$ cat src/sv/mkq_pkg.sv
`timescale 1ns / 1ps
// ----------------------------------------------------------------------------
// mkq_pkg
// Shared types, constants and the Morse code table for the QRSS/DFCW keyer.
// ----------------------------------------------------------------------------
package mkq_pkg;

   localparam int CSR_INDEX_W = 3;
   localparam int CSR_DATA_W  = 16;
   localparam int DUR_W       = 22;
   localparam int CODE_LEN_W  = 3;
   localparam int CODE_MAX    = 7;

   localparam logic [DUR_W-1:0] MS_PER_S = 22'd1000;

   // configuration register indexes
   typedef enum logic [CSR_INDEX_W-1:0] {
      CSR_TX_MODE      = 3'd0,
      CSR_DOT_TIME     = 3'd1,
      CSR_DASH_RATIO   = 3'd2,
      CSR_GAP_TIME     = 3'd3,
      CSR_PTT_DELAY    = 3'd4,
      CSR_BEACON_PAUSE = 3'd5,
      CSR_SIDETONE_EN  = 3'd6,
      CSR_BEACON_FLAGS = 3'd7
   } csr_index_type;

   typedef enum logic [1:0] {
      TONE_NONE = 2'd0,
      TONE_SIDE = 2'd1,
      TONE_DOT  = 2'd2,
      TONE_DASH = 2'd3
   } tone_type;

   typedef struct packed {
      logic        tx_mode;
      logic [15:0] dot_time_ms;
      logic [3:0]  dash_ratio;
      logic [15:0] gap_time_ms;
      logic [15:0] ptt_delay_ms;
      logic [11:0] beacon_pause_s;
      logic        sidetone_en;
      logic [1:0]  beacon_flags;
   } cfg_type;

   // one Morse code; pattern is left aligned, bit 6 is the first element, 1 = dash
   typedef struct packed {
      logic                  found;
      logic                  space;
      logic [CODE_LEN_W-1:0] len;
      logic [CODE_MAX-1:0]   pattern;
   } morse_code_type;

   typedef enum logic [3:0] {
      ST_IDLE,
      ST_DISPATCH,
      ST_LEAD,
      ST_BAD,
      ST_ELEM,
      ST_EGAP,
      ST_LGAP,
      ST_END,
      ST_STOP
   } state_type;

   typedef enum logic [2:0] {
      SEG_LEAD,
      SEG_BAD,
      SEG_ELEM,
      SEG_EGAP,
      SEG_LGAP,
      SEG_END,
      SEG_STOP
   } seg_type;

   typedef struct packed {
      logic    load;
      logic    emit;
      seg_type seg;
      logic    last;
      logic    idx_adv;
   } ctrl_cmd_type;

   typedef struct packed {
      logic stop;
      logic active;
      logic bad;
      logic last_char;
      logic elem_last;
      logic gap_after;
      logic out_free;
   } dp_status_type;

   function automatic morse_code_type mk_code(input logic [CODE_LEN_W-1:0] len,
                                              input logic [CODE_MAX-1:0] pattern);
      morse_code_type c;
      c.found   = 1'b1;
      c.space   = 1'b0;
      c.len     = len;
      c.pattern = pattern;
      return c;
   endfunction

   // case-insensitive lookup of one character
   function automatic morse_code_type code_lookup(input logic [7:0] ch);
      logic [7:0]     uc;
      morse_code_type c;
      uc = ch;
      if (ch >= "a" && ch <= "z") begin
         uc = ch - 8'd32;
      end
      c = '0;
      case (uc)
         "A": c = mk_code(3'd2, 7'b0100000);
         "B": c = mk_code(3'd4, 7'b1000000);
         "C": c = mk_code(3'd4, 7'b1010000);
         "D": c = mk_code(3'd3, 7'b1000000);
         "E": c = mk_code(3'd1, 7'b0000000);
         "F": c = mk_code(3'd4, 7'b0010000);
         "G": c = mk_code(3'd3, 7'b1100000);
         "H": c = mk_code(3'd4, 7'b0000000);
         "I": c = mk_code(3'd2, 7'b0000000);
         "J": c = mk_code(3'd4, 7'b0111000);
         "K": c = mk_code(3'd3, 7'b1010000);
         "L": c = mk_code(3'd4, 7'b0100000);
         "M": c = mk_code(3'd2, 7'b1100000);
         "N": c = mk_code(3'd2, 7'b1000000);
         "O": c = mk_code(3'd3, 7'b1110000);
         "P": c = mk_code(3'd4, 7'b0110000);
         "Q": c = mk_code(3'd4, 7'b1101000);
         "R": c = mk_code(3'd3, 7'b0100000);
         "S": c = mk_code(3'd3, 7'b0000000);
         "T": c = mk_code(3'd1, 7'b1000000);
         "U": c = mk_code(3'd3, 7'b0010000);
         "V": c = mk_code(3'd4, 7'b0001000);
         "W": c = mk_code(3'd3, 7'b0110000);
         "X": c = mk_code(3'd4, 7'b1001000);
         "Y": c = mk_code(3'd4, 7'b1011000);
         "Z": c = mk_code(3'd4, 7'b1100000);
         "0": c = mk_code(3'd5, 7'b1111100);
         "1": c = mk_code(3'd5, 7'b0111100);
         "2": c = mk_code(3'd5, 7'b0011100);
         "3": c = mk_code(3'd5, 7'b0001100);
         "4": c = mk_code(3'd5, 7'b0000100);
         "5": c = mk_code(3'd5, 7'b0000000);
         "6": c = mk_code(3'd5, 7'b1000000);
         "7": c = mk_code(3'd5, 7'b1100000);
         "8": c = mk_code(3'd5, 7'b1110000);
         "9": c = mk_code(3'd5, 7'b1111000);
         "?": c = mk_code(3'd6, 7'b0011000);
         "/": c = mk_code(3'd5, 7'b1001000);
         ".": c = mk_code(3'd6, 7'b0101010);
         "@": c = mk_code(3'd5, 7'b0101000);
         "$": c = mk_code(3'd6, 7'b0001010);
         "%": c = mk_code(3'd7, 7'b1000101);
         "*": c = mk_code(3'd5, 7'b1010100);
         " ": begin
            c       = mk_code(3'd1, 7'b0000000);
            c.space = 1'b1;
         end
         default: c = '0;
      endcase
      return c;
   endfunction

endpackage

$ cat src/sv/mkq_csr.sv
`timescale 1ns / 1ps
// ----------------------------------------------------------------------------
// mkq_csr
// Configuration register file; write-only, one register per index.
// ----------------------------------------------------------------------------
module mkq_csr (
   input  logic                            clock,
   input  logic                            reset,
   input  logic                            csr_wr_en,
   input  logic [mkq_pkg::CSR_INDEX_W-1:0] csr_index,
   input  logic [mkq_pkg::CSR_DATA_W-1:0]  csr_wdata,
   output mkq_pkg::cfg_type                cfg
);

   mkq_pkg::cfg_type cfg_ff;
   mkq_pkg::cfg_type cfg_in;

   always_comb begin
      cfg_in = cfg_ff;
      if (csr_wr_en) begin
         unique case (mkq_pkg::csr_index_type'(csr_index))
            mkq_pkg::CSR_TX_MODE:      cfg_in.tx_mode        = csr_wdata[0];
            mkq_pkg::CSR_DOT_TIME:     cfg_in.dot_time_ms    = csr_wdata;
            mkq_pkg::CSR_DASH_RATIO:   cfg_in.dash_ratio     = csr_wdata[3:0];
            mkq_pkg::CSR_GAP_TIME:     cfg_in.gap_time_ms    = csr_wdata;
            mkq_pkg::CSR_PTT_DELAY:    cfg_in.ptt_delay_ms   = csr_wdata;
            mkq_pkg::CSR_BEACON_PAUSE: cfg_in.beacon_pause_s = csr_wdata[11:0];
            mkq_pkg::CSR_SIDETONE_EN:  cfg_in.sidetone_en    = csr_wdata[0];
            mkq_pkg::CSR_BEACON_FLAGS: cfg_in.beacon_flags   = csr_wdata[1:0];
            default:                   cfg_in = cfg_ff;
         endcase
      end
   end

   always_ff @(posedge clock) begin
      if (reset) begin
         cfg_ff.tx_mode        <= 1'b0;
         cfg_ff.dot_time_ms    <= 16'd1000;
         cfg_ff.dash_ratio     <= 4'd3;
         cfg_ff.gap_time_ms    <= 16'd100;
         cfg_ff.ptt_delay_ms   <= 16'd500;
         cfg_ff.beacon_pause_s <= 12'd60;
         cfg_ff.sidetone_en    <= 1'b0;
         cfg_ff.beacon_flags   <= 2'd0;
      end else begin
         cfg_ff <= cfg_in;
      end
   end

   assign cfg = cfg_ff;

endmodule

$ cat src/sv/mkq_ctrl.sv
`timescale 1ns / 1ps
// ----------------------------------------------------------------------------
// mkq_ctrl
// Segment sequencer: walks lead, elements, gaps, bad-character, stop and message end per item.
// ----------------------------------------------------------------------------
module mkq_ctrl (
   input  logic                   clock,
   input  logic                   reset,
   input  logic                   req_valid,
   output logic                   req_stall,
   input  mkq_pkg::dp_status_type sts,
   output mkq_pkg::ctrl_cmd_type  cmd
);

   mkq_pkg::state_type state_ff;
   mkq_pkg::state_type state_in;

   always_comb begin
      state_in = state_ff;
      unique case (state_ff)
         mkq_pkg::ST_IDLE: begin
            if (req_valid) state_in = mkq_pkg::ST_DISPATCH;
         end
         mkq_pkg::ST_DISPATCH: begin
            priority if (sts.stop)   state_in = sts.active ? mkq_pkg::ST_STOP
                                                           : mkq_pkg::ST_IDLE;
            else if (!sts.active)    state_in = mkq_pkg::ST_LEAD;
            else if (sts.bad)        state_in = mkq_pkg::ST_BAD;
            else                     state_in = mkq_pkg::ST_ELEM;
         end
         mkq_pkg::ST_LEAD: begin
            if (sts.out_free) state_in = sts.bad ? mkq_pkg::ST_BAD : mkq_pkg::ST_ELEM;
         end
         mkq_pkg::ST_BAD: begin
            if (sts.out_free) state_in = sts.last_char ? mkq_pkg::ST_END : mkq_pkg::ST_IDLE;
         end
         mkq_pkg::ST_ELEM: begin
            if (sts.out_free) begin
               priority if (sts.gap_after)  state_in = mkq_pkg::ST_EGAP;
               else if (!sts.elem_last)     state_in = mkq_pkg::ST_ELEM;
               else if (sts.last_char)      state_in = mkq_pkg::ST_END;
               else                         state_in = mkq_pkg::ST_LGAP;
            end
         end
         mkq_pkg::ST_EGAP: begin
            if (sts.out_free) state_in = mkq_pkg::ST_ELEM;
         end
         mkq_pkg::ST_LGAP, mkq_pkg::ST_END, mkq_pkg::ST_STOP: begin
            if (sts.out_free) state_in = mkq_pkg::ST_IDLE;
         end
         default: state_in = mkq_pkg::ST_IDLE;
      endcase
   end

   always_comb begin
      req_stall   = (state_ff != mkq_pkg::ST_IDLE);
      cmd.load    = (state_ff == mkq_pkg::ST_IDLE) && req_valid;
      cmd.emit    = 1'b0;
      cmd.seg     = mkq_pkg::SEG_LEAD;
      cmd.last    = 1'b0;
      cmd.idx_adv = 1'b0;
      unique case (state_ff)
         mkq_pkg::ST_IDLE, mkq_pkg::ST_DISPATCH: begin
            cmd.emit = 1'b0;
         end
         mkq_pkg::ST_LEAD: begin
            cmd.emit = sts.out_free;
            cmd.seg  = mkq_pkg::SEG_LEAD;
         end
         mkq_pkg::ST_BAD: begin
            cmd.emit = sts.out_free;
            cmd.seg  = mkq_pkg::SEG_BAD;
            cmd.last = !sts.last_char;
         end
         mkq_pkg::ST_ELEM: begin
            cmd.emit    = sts.out_free;
            cmd.seg     = mkq_pkg::SEG_ELEM;
            cmd.idx_adv = sts.out_free && !sts.gap_after && !sts.elem_last;
         end
         mkq_pkg::ST_EGAP: begin
            cmd.emit    = sts.out_free;
            cmd.seg     = mkq_pkg::SEG_EGAP;
            cmd.idx_adv = sts.out_free;
         end
         mkq_pkg::ST_LGAP: begin
            cmd.emit = sts.out_free;
            cmd.seg  = mkq_pkg::SEG_LGAP;
            cmd.last = 1'b1;
         end
         mkq_pkg::ST_END: begin
            cmd.emit = sts.out_free;
            cmd.seg  = mkq_pkg::SEG_END;
            cmd.last = 1'b1;
         end
         mkq_pkg::ST_STOP: begin
            cmd.emit = sts.out_free;
            cmd.seg  = mkq_pkg::SEG_STOP;
            cmd.last = 1'b1;
         end
         default: cmd.emit = 1'b0;
      endcase
   end

   always_ff @(posedge clock) begin
      if (reset) begin
         state_ff <= mkq_pkg::ST_IDLE;
      end else begin
         state_ff <= state_in;
      end
   end

endmodule

$ cat src/sv/mkq_dpath.sv
`timescale 1ns / 1ps
// ----------------------------------------------------------------------------
// mkq_dpath
// Item registers, code lookup, segment timing arithmetic and output register.
// ----------------------------------------------------------------------------
module mkq_dpath (
   input  logic                            clock,
   input  logic                            reset,
   input  mkq_pkg::cfg_type                cfg,
   input  mkq_pkg::ctrl_cmd_type           cmd,
   output mkq_pkg::dp_status_type          sts,
   input  logic                            req_cmd,
   input  logic [7:0]                      req_ch,
   input  logic                            req_last_char,
   output logic                            rsp_valid,
   input  logic                            rsp_stall,
   output logic                            rsp_key_line,
   output logic                            rsp_ptt_line,
   output logic [1:0]                      rsp_tone,
   output logic [mkq_pkg::DUR_W-1:0]       rsp_duration_ms,
   output logic                            rsp_bad_char,
   output logic                            rsp_msg_end,
   output logic                            rsp_last
);

   logic                               stop_ff;
   logic                               last_char_ff;
   mkq_pkg::morse_code_type            code_ff;
   logic [mkq_pkg::CODE_LEN_W-1:0]     idx_ff;
   logic [mkq_pkg::CODE_LEN_W-1:0]     idx_in;
   logic                               active_ff, active_in;
   logic                               ptt_level_ff, ptt_level_in;

   logic                               rsp_valid_ff, rsp_valid_in;
   logic                               key_ff, key_in;
   logic                               ptt_ff, ptt_in;
   logic [1:0]                         tone_ff, tone_in;
   logic [mkq_pkg::DUR_W-1:0]          dur_ff, dur_in;
   logic                               bad_ff, bad_in;
   logic                               end_ff, end_in;
   logic                               last_ff, last_in;

   logic                               dfcw;
   logic                               elem_dash;
   logic                               elem_last;
   logic                               beacon_key;
   logic [mkq_pkg::DUR_W-1:0]          dot_ms, dash_ms, five_ms, three_ms;
   logic [mkq_pkg::DUR_W-1:0]          gap_ms, delay_ms, pause_ms, dfcw_on_ms;

   assign dfcw      = cfg.tx_mode;
   assign elem_dash = code_ff.pattern[3'(mkq_pkg::CODE_MAX - 1) - idx_ff];
   assign elem_last = (idx_ff == code_ff.len - 3'd1);

   assign dot_ms     = mkq_pkg::DUR_W'(cfg.dot_time_ms);
   assign gap_ms     = mkq_pkg::DUR_W'(cfg.gap_time_ms);
   assign delay_ms   = mkq_pkg::DUR_W'(cfg.ptt_delay_ms);
   assign dash_ms    = mkq_pkg::DUR_W'(cfg.dash_ratio) * dot_ms;
   assign five_ms    = (dot_ms << 2) + dot_ms;
   assign three_ms   = (dot_ms << 1) + dot_ms;
   assign pause_ms   = mkq_pkg::DUR_W'(cfg.beacon_pause_s) * mkq_pkg::MS_PER_S;
   // DFCW dot on-time clips at zero
   assign dfcw_on_ms = (cfg.dot_time_ms > cfg.gap_time_ms) ? (dot_ms - gap_ms) : '0;
   assign beacon_key = cfg.beacon_flags[1];

   assign sts.stop      = stop_ff;
   assign sts.active    = active_ff;
   assign sts.bad       = !code_ff.found;
   assign sts.last_char = last_char_ff;
   assign sts.elem_last = elem_last;
   assign sts.gap_after = !elem_last && (!dfcw || (!code_ff.space && !elem_dash));
   assign sts.out_free  = !rsp_valid_ff || !rsp_stall;

   always_comb begin
      active_in    = active_ff;
      ptt_level_in = ptt_level_ff;
      idx_in       = idx_ff;
      key_in       = 1'b0;
      ptt_in       = ptt_level_ff;
      tone_in      = mkq_pkg::TONE_NONE;
      dur_in       = '0;
      bad_in       = 1'b0;
      end_in       = 1'b0;
      last_in      = cmd.last;

      if (cmd.load) begin
         idx_in = '0;
         if (!req_cmd && !dfcw) ptt_level_in = 1'b1;
      end
      if (cmd.idx_adv) idx_in = idx_ff + 3'd1;

      unique case (cmd.seg)
         mkq_pkg::SEG_LEAD: begin
            active_in = cmd.emit ? 1'b1 : active_ff;
            key_in    = dfcw;
            ptt_in    = dfcw ? ptt_level_ff : 1'b1;
            dur_in    = delay_ms;
         end
         mkq_pkg::SEG_BAD: begin
            bad_in = 1'b1;
         end
         mkq_pkg::SEG_ELEM: begin
            priority if (code_ff.space) begin
               ptt_in = dfcw ? ptt_level_ff : 1'b1;
               dur_in = dfcw ? three_ms : five_ms;
            end else if (!dfcw) begin
               key_in  = 1'b1;
               ptt_in  = 1'b1;
               tone_in = cfg.sidetone_en ? mkq_pkg::TONE_SIDE : mkq_pkg::TONE_NONE;
               dur_in  = elem_dash ? dash_ms : dot_ms;
            end else begin
               // DFCW moves the PTT line: low for dash, high for dot
               key_in       = 1'b1;
               ptt_in       = !elem_dash;
               ptt_level_in = cmd.emit ? !elem_dash : ptt_level_ff;
               if (cfg.sidetone_en) begin
                  tone_in = elem_dash ? mkq_pkg::TONE_DASH : mkq_pkg::TONE_DOT;
               end
               dur_in = elem_dash ? dot_ms : dfcw_on_ms;
            end
         end
         mkq_pkg::SEG_EGAP: begin
            ptt_in = dfcw ? ptt_level_ff : 1'b1;
            dur_in = dfcw ? gap_ms : dot_ms;
         end
         mkq_pkg::SEG_LGAP: begin
            ptt_in = dfcw ? ptt_level_ff : 1'b1;
            dur_in = dfcw ? three_ms : five_ms;
         end
         mkq_pkg::SEG_END, mkq_pkg::SEG_STOP: begin
            priority if (dfcw) begin
               ptt_in = 1'b0;
               end_in = 1'b1;
            end else if (cmd.seg == mkq_pkg::SEG_END && cfg.beacon_flags[0]) begin
               // beacon pause keeps the transmission open
               key_in  = beacon_key;
               ptt_in  = 1'b1;
               tone_in = (beacon_key && cfg.sidetone_en) ? mkq_pkg::TONE_SIDE
                                                         : mkq_pkg::TONE_NONE;
               dur_in  = pause_ms;
            end else begin
               ptt_in = 1'b1;
               dur_in = delay_ms;
               end_in = 1'b1;
            end
            if (end_in && cmd.emit) begin
               active_in    = 1'b0;
               ptt_level_in = 1'b0;
            end
         end
         default: dur_in = '0;
      endcase

      if (cmd.emit)          rsp_valid_in = 1'b1;
      else if (!rsp_stall)   rsp_valid_in = 1'b0;
      else                   rsp_valid_in = rsp_valid_ff;
   end

   always_ff @(posedge clock) begin
      if (reset) begin
         active_ff    <= 1'b0;
         ptt_level_ff <= 1'b0;
         rsp_valid_ff <= 1'b0;
      end else begin
         active_ff    <= active_in;
         ptt_level_ff <= ptt_level_in;
         rsp_valid_ff <= rsp_valid_in;
      end
   end

   always_ff @(posedge clock) begin
      idx_ff <= idx_in;
      if (cmd.load) begin
         stop_ff      <= req_cmd;
         last_char_ff <= req_last_char;
         code_ff      <= mkq_pkg::code_lookup(req_ch);
      end
      if (cmd.emit) begin
         key_ff  <= key_in;
         ptt_ff  <= ptt_in;
         tone_ff <= tone_in;
         dur_ff  <= dur_in;
         bad_ff  <= bad_in;
         end_ff  <= end_in;
         last_ff <= last_in;
      end
   end

   assign rsp_valid       = rsp_valid_ff;
   assign rsp_key_line    = key_ff;
   assign rsp_ptt_line    = ptt_ff;
   assign rsp_tone        = tone_ff;
   assign rsp_duration_ms = dur_ff;
   assign rsp_bad_char    = bad_ff;
   assign rsp_msg_end     = end_ff;
   assign rsp_last        = last_ff;

endmodule

$ cat src/sv/morse_keyer_qrss_dfcw_top.sv
`timescale 1ns / 1ps
// ----------------------------------------------------------------------------
// morse_keyer_qrss_dfcw_top
// QRSS / DFCW Morse keyer: characters in, timed key/PTT line segments out.
// ----------------------------------------------------------------------------
// Each accepted transaction is a character or a stop command. A character is
// looked up case-insensitively and turned into line segments (key, PTT, tone,
// duration in ms), the last one flagged with rsp_last; an unknown character
// yields one zero-length segment with rsp_bad_char set. A stop while idle
// produces nothing. An item is accepted, then decoded, then sends one segment per
// cycle into the output register; the sequencer handles one item at a time and
// the output register stalls it while rsp_stall is high. Write configuration
// only while the block is idle.
// ----------------------------------------------------------------------------
module morse_keyer_qrss_dfcw_top (
   input  logic                            clock,
   input  logic                            reset,
   input  logic                            req_valid,
   output logic                            req_stall,
   input  logic                            req_cmd,
   input  logic [7:0]                      req_ch,
   input  logic                            req_last_char,
   output logic                            rsp_valid,
   input  logic                            rsp_stall,
   output logic                            rsp_key_line,
   output logic                            rsp_ptt_line,
   output logic [1:0]                      rsp_tone,
   output logic [mkq_pkg::DUR_W-1:0]       rsp_duration_ms,
   output logic                            rsp_bad_char,
   output logic                            rsp_msg_end,
   output logic                            rsp_last,
   input  logic                            csr_wr_en,
   input  logic [mkq_pkg::CSR_INDEX_W-1:0] csr_index,
   input  logic [mkq_pkg::CSR_DATA_W-1:0]  csr_wdata
);

   mkq_pkg::cfg_type       cfg;
   mkq_pkg::ctrl_cmd_type  cmd;
   mkq_pkg::dp_status_type sts;

   mkq_csr u_csr (
      .clock     (clock),
      .reset     (reset),
      .csr_wr_en (csr_wr_en),
      .csr_index (csr_index),
      .csr_wdata (csr_wdata),
      .cfg       (cfg)
   );

   mkq_ctrl u_ctrl (
      .clock     (clock),
      .reset     (reset),
      .req_valid (req_valid),
      .req_stall (req_stall),
      .sts       (sts),
      .cmd       (cmd)
   );

   mkq_dpath u_dpath (
      .clock           (clock),
      .reset           (reset),
      .cfg             (cfg),
      .cmd             (cmd),
      .sts             (sts),
      .req_cmd         (req_cmd),
      .req_ch          (req_ch),
      .req_last_char   (req_last_char),
      .rsp_valid       (rsp_valid),
      .rsp_stall       (rsp_stall),
      .rsp_key_line    (rsp_key_line),
      .rsp_ptt_line    (rsp_ptt_line),
      .rsp_tone        (rsp_tone),
      .rsp_duration_ms (rsp_duration_ms),
      .rsp_bad_char    (rsp_bad_char),
      .rsp_msg_end     (rsp_msg_end),
      .rsp_last        (rsp_last)
   );

endmodule

$ cat config.mk
export PLATFORM = sky130hd
export DESIGN_NAME = morse_keyer_qrss_dfcw_top
export DESIGN_NICKNAME = d
export VERILOG_FILES = /design/src/sv/mkq_pkg.sv /design/src/sv/mkq_csr.sv /design/src/sv/mkq_ctrl.sv /design/src/sv/mkq_dpath.sv /design/src/sv/morse_keyer_qrss_dfcw_top.sv
export SDC_FILE = /design/constraint.sdc
export NUM_CORES = 1
export LEC_CHECK = 0
export BUFFER_PORTS_ARGS = -buffer_cell sky130_fd_sc_hd__buf_4
export CAP_MARGIN = 5
export CORE_ASPECT_RATIO = 1.25
export CORE_UTILIZATION = 56
export CTS_BUF_LIST = sky130_fd_sc_hd__clkbuf_4 sky130_fd_sc_hd__clkbuf_8
export CTS_CLUSTER_SIZE = 12
export DETAILED_ROUTE_END_ITERATION = 6
export PLACE_DENSITY = 0.83
export REMOVE_ABC_BUFFERS = 1
export SLEW_MARGIN = 20
export SYNTH_ARGS = -nofsm -noshare
export SYNTH_HDL_FRONTEND = slang
export SYNTH_SLANG_ARGS = --single-unit
$ cat constraint.sdc
create_clock -name clock -period 5.2 [get_ports clock]
set_input_delay 1.04 -clock clock [delete_from_list [all_inputs] [get_ports clock]]
set_output_delay 1.04 -clock clock [all_outputs]
set_load 0.05 [all_outputs]
Yosys cells after proc, flatten, opt, wreduce, memory -nomap -nowiden --
Memories as Yosys holds them, arrays and structs flattened. A register that Yosys moved wholly into a read port is not among the register bits. Cells that the tools add are included.
Storage, ports and cells: flip-flop bits (word level) 109, latch bits 0, memory bits (writable) 0, bits in read-only memories 1536, input bits 34, output and inout bits 31, memories kept 1
Operators by class: add/sub/neg operators 7, $mul 2, div/mod/pow operators 0, magnitude comparators 4, equality and inequality tests 32, shifts and indexed selects 0, mux-type cells 69, bitwise operators 0, reduce and logical (&&, ||, !) cells 41
Memories:
- (no name shown) | depth 128, width 12, rd ports 1, clocked after Yosys merged registers in 1, write ports 0, RTL line mkq_pkg.sv:113 | case (uc)
Operators with widths (count):
- $mux W22 | 8
- $pmux W22 S5 | 1
- $mux W4 | 11
- $pmux W4 S7 | 1
- $mux W1 | 27
- $eq A3 B3 Y1 const B | 7
- $mul A4 B16 Y20 | 1
- $add A18 B16 Y19 | 1
- $mul A12 B7 Y19 const B | 1
- $add A17 B16 Y18 | 1
- $pmux W3 S6 | 1
- $sub A16 B16 Y17 | 1
- $eq A4 B3 Y1 const B | 4
- $gt A16 B16 Y1 | 1
- $mux W16 | 1
- $mux W8 | 2
- $ne A2 B1 Y1 const B | 8
- $reduce_and A2 Y1 | 8
- $eq A3 B2 Y1 const B | 4
- $mux W3 | 4
- $logic_and A1 B1 Y1 | 10
- $mux W2 | 5
- $logic_not A1 Y1 | 9
- $eq A4 B2 Y1 const B | 2
- other kinds (27) | 36

Depth between registers and ports, before layout --
depth in word-level cells 12, gate-level depth with buffers 17, mapped depth without buffers 17

Modules after synthesis --
From an unflattened synthesis, not the netlist that was laid out.
Unflattened totals: cell total of the unflattened synthesis 1508, area total of the unflattened synthesis 13068.8 um^2
By module, submodules not included:
- mkq_dpath | times used 1, cells each 1190, area each 9828.2 um^2, seq. area each 1441.4 um^2
- mkq_csr | times used 1, cells each 261, area each 2805.2 um^2, seq. area each 1361.3 um^2
- mkq_ctrl | times used 1, cells each 57, area each 435.4 um^2, seq. area each 80.1 um^2

Least setup slack after synthesis --
OpenSTA, ideal clock, no wires.
path type register to register, start register u_csr.cfg_ff, in the netlist u_csr.cfg[6], end register u_dpath.dur_ff, in the netlist u_dpath.rsp_duration_ms[21] (data pin), library setup time 0.267 ns, arrival 4.503 ns, data required time 4.933 ns, setup slack 0.431 ns, cell stages (with the launch flop) 16, path buffers 0, path through dfxtp_1 inv_1 fa_1 fa_1 fa_1 fa_1 inv_1 ha_1 a2111oi_0 o21ai_0 a2111oi_0 nor3_1 a31oi_1 o21ai_0 xnor2_1 o21ai_0
Between the ends: word-level cells in the longest chain between the ends 4
Ends and longest elaborated chain:
- from (decl) | RTL line mkq_csr.sv:15 | mkq_pkg::cfg_type cfg_ff;
- from (signal assigned) | RTL line mkq_csr.sv:46 | cfg_ff <= cfg_in;
- $mul A12 B7 Y19 | RTL line mkq_dpath.sv:60 | assign pause_ms = mkq_pkg::DUR_W'(cfg.beacon_pause_s) * mkq_pkg::MS_PER_S;
- $mux W22 | RTL line mkq_dpath.sv:133 | end else if (cmd.seg == mkq_pkg::SEG_END && cfg.beacon_flags[0]) begin
- $mux W22 | RTL line mkq_dpath.sv:130 | priority if (dfcw) begin
- $pmux W22 S5 | RTL line mkq_dpath.sv:91 | unique case (cmd.seg)
- via u_dpath.dur_in (one bit) | RTL line mkq_dpath.sv:38 | logic [mkq_pkg::DUR_W-1:0] dur_ff, dur_in;
- to (signal assigned) | RTL line mkq_dpath.sv:181 | dur_ff <= dur_in;
- to (decl) | RTL line mkq_dpath.sv:38
The timed path passes the listed nets, and every way through them passes these cells. A chain may end at the register's enable or synchronous reset.

Final worst setup path --
Same ends and word-level chain as after synthesis.

==> summary.txt <==
Setup path
  • Worst setup endpoint: u_dpath.rsp_duration_ms[21]
  • R2R Setup Slk: 280 ps
  • Reg2reg end: u_dpath.rsp_duration_ms[21]
  • Critical Path Source Type: register
  • Worst Path Class, Setup: reg -> reg
  • Reg2Reg Depth: 15
  • Crit end category: register
  • Crit-path max FO: 5
  • Start point of the critical path: u_csr.cfg[6]
  • CP required: 5400 ps
  • R2R Path Start: u_csr.cfg[6]
  • Crit path DAT: 5120 ps

Layout
  • Fin area: 0.0138 sq mm
  • Register area: 0.00289 sq mm
  • FILL cells: 1898
  • Footprint of the multi-input gates: 0.00896 sq mm
  • Layout area overhead: 8.88%
  • Final Non-Filler Cells: 1894
  • Antenna fix cells: 0
  • Final core occ: 62.2%
  • Share of cells above drive strength 1: 9.56%
  • Post-layout net count: 1826

Floorplanning
  • Total core area: 0.0222 sq mm
  • Initial Util: 57.1%
  • Die area: 0.0232 sq mm
  • Cell Rows: 61
  • Die height: 170 um
  • IO Count: 65
  • Width of the die: 137 um

STA
  • RSZ-0062 raised after global routing: no
  • Post-Route Setup TNS: 0 ps
  • Final setup viols: 0
  • Final worst path period need: 4920 ps
  • Pins over their slew limit: 0
  • Final period utilization: 94.6%
  • Max Freq: 203 MHz
  • Rel. slew slack: 26.1%
  • Final Skew: 15.1 ps
  • Worst slew pin tran: 1110 ps
  • Final hold viol count: 0
  • Final setup margin: 282 ps

Clocking
  • Number of clock sinks: 121
  • CTS Root Cell: clkbuf_8
  • Clock Path Buffers: 2
  • Clock transition at path regs: 80 ps
  • Clock latency on the worst-skew pair: 470 ps
  • CTS tree: built
  • CTS Hold Bufs: 0
  • Num CTS Buffers: 17
  • H-tree depth: 4

Yosys
  • Syn avg cell area: 8.10 sq um
  • Post-synth cell types: 73
  • Async SR Flop Fraction: 0%
  • Number of synthesized flops with an enable pin: 46
  • Synth top cells by count: nand2_1 (246), inv_1 (146), a21oi_1 (143)
  • Mapped Area: 0.0127 sq mm
  • Synth area leaders: ha_1 (12%), dfxtp_1 (12%), edfxtp_1 (11%), fa_1 (11%), nand2_1 (7.3%)
  • Synthesis-stage register bit count: 121
  • Register area share after synthesis: 22.7%
  • Count leader, synth: nand2_1
  • Ys Warns: 0
  • Dominant synthesized flop cell: dfxtp_1
  • Post-synth top area cell: ha_1
  • Top-area cell type share of the netlist area: 12.4%
  • Mapped Cells: 1566

Detailed routing
  • Drt pass-1 iters: 6
  • Via density: 6.29
  • # DRC: 0
  • Routed len/inst: 18.6 um
  • 1st-iter DRT viols: 1156
  • ANT nets after route: 0
  • Final wirelength: 35300 um
  • Vias: 11900

Worst hold path
  • Hold Path Class: reg -> reg
  • Hold Crit Depth: 2

Placed design
  • # port buffers: 64
  • GPL Wtd Cong: 0.995
  • Placed cell areas: 0.0134 sq mm
  • Worst slack, placed: 1.21 ps
  • Hpwl dp: 26700 um
  • DP Cell Count: 1862

Job
  • MaxCap Viol Count: 0

Global routing
  • Global-route wire length before repair: 57800 um
  • Largest net degree at the start of global routing: 76
  • Residual overflow from global routing: 0
  • Vias in the first global route: 11600
  • Initial antenna violation count: 0
  • Tot GR Track Use: 31.8%

Run status
  • Status: finished, final reports clean

Power
  • P per Cell Area: 346 mW/mm^2
  • Peak supply drop: 0.196 mV
  • Pleak: 6.10 nW
-- power breakdown --
group / total [mW] / switching (mW) / internal, mW
Clock: 0.849 / 0.456 / 0.393
Sequential: 1.42 / 0.159 / 1.26
Combinational: 2.51 / 1.70 / 0.811
-- layer usage --
metal | global-route usage, % | wire, um
met4 | 15.1 | 1390
met5 | 0 | 0
met1 | 39.5 | 13800
met2 | 53.9 | 17400
met3 | 4.50 | 2720
-- through the flow --
stage          hold slack (ps)  power [mW]
6_report                   466        4.77
2_1_floorplan              430        3.09
3_5_place_dp               450        3.88
5_1_grt                    487        5.04
4_1_cts                    461        4.73
3_3_place_gp               442        3.81
-- critical path, cell delays in order (launching register included) --
cell	delay (ps)
dfxtp_1	340
inv_1	110
fa_1	520
fa_1	530
fa_1	520
fa_1	510
inv_1	50
ha_1	360
a2111oi_2	420
o21ai_2	150
a2111oi_2	310
nor3_1	140
a31oi_1	220
o21ai_0	180
xnor2_1	200
o21ai_0	100
-- layout make-up --
cell class                      instances  share of cell area (%)
Clock buffer                           18                    1.75
Clock inverter                         14                   0.970
Multi-Input combinational cell       1221                    64.9
Inverter                              146                    3.97
Tap cell                              283                    2.57
Timing Repair Buffer                   91                    4.95
Sequential cell                       121                    20.9
-- registers in the layout, indices dropped and copies added (netlist names) --
register	count
u_dpath.rsp_bad_char	1
u_csr.cfg	68
u_dpath.rsp_msg_end	1
u_dpath.rsp_tone	2
u_dpath.rsp_key_line	1
u_dpath.stop_ff	1
u_dpath.idx_ff	3
u_dpath.rsp_last	1
u_dpath.rsp_valid	1
u_ctrl.state_ff	4
u_dpath.active_ff	1
u_dpath.rsp_duration_ms	22
u_dpath.code_ff	12
u_dpath.ptt_level_ff	1
u_dpath.last_char_ff	1
u_dpath.rsp_ptt_line	1
-- cell usage in the layout, fill, tap and decap left out, types with 41 or more instances in the layout --
| master | netlist | final |
|---|---|---|
| nor2_1 | 77 | 77 |
| buf_4 | 2 | 91 |
| edfxtp_1 | 46 | 46 |
| fa_1 | 68 | 68 |
| and2_1 | 41 | 41 |
| ha_1 | 126 | 126 |
| xnor2_1 | 44 | 44 |
| nand2_1 | 246 | 246 |
| o21ai_0 | 70 | 69 |
| inv_1 | 146 | 145 |
| dfxtp_1 | 75 | 73 |
| a21oi_1 | 143 | 142 |
-- kinds of logic (layout without fill, tap and decap cells) --
family / count (synthesis) / count (layout) / share of synthesized area, %
buffers and inverters: 224 / 269 / 6.96
adders and majority gates: 194 / 194 / 23.2
DFF: 121 / 121 / 22.7
muxes: 24 / 24 / 2.11
and+or+nand+nor: 512 / 512 / 18.8
AOI/OAI and AO/OA: 411 / 411 / 20.7
xor gates and xnor gates: 80 / 80 / 5.53
-- what timing repair did --
action,CTS,global route
resized for setup,3,5
buffers inserted,0,0
endpoints found under the setup margin,2,3
pin swaps,0,1
-- how the worst min path moves through the flow --
stage                        startpoint             to  slack, ps
final                     u_csr.cfg[27]  u_csr.cfg[27]        470
after global routing      u_csr.cfg[29]  u_csr.cfg[29]        490
after CTS                 u_csr.cfg[27]  u_csr.cfg[27]        460
after detailed placement  u_csr.cfg[27]  u_csr.cfg[27]        450
after global placement    u_csr.cfg[30]  u_csr.cfg[30]        440
after floorplan           u_csr.cfg[30]  u_csr.cfg[30]        430
Power figures use the tool's default switching activity.
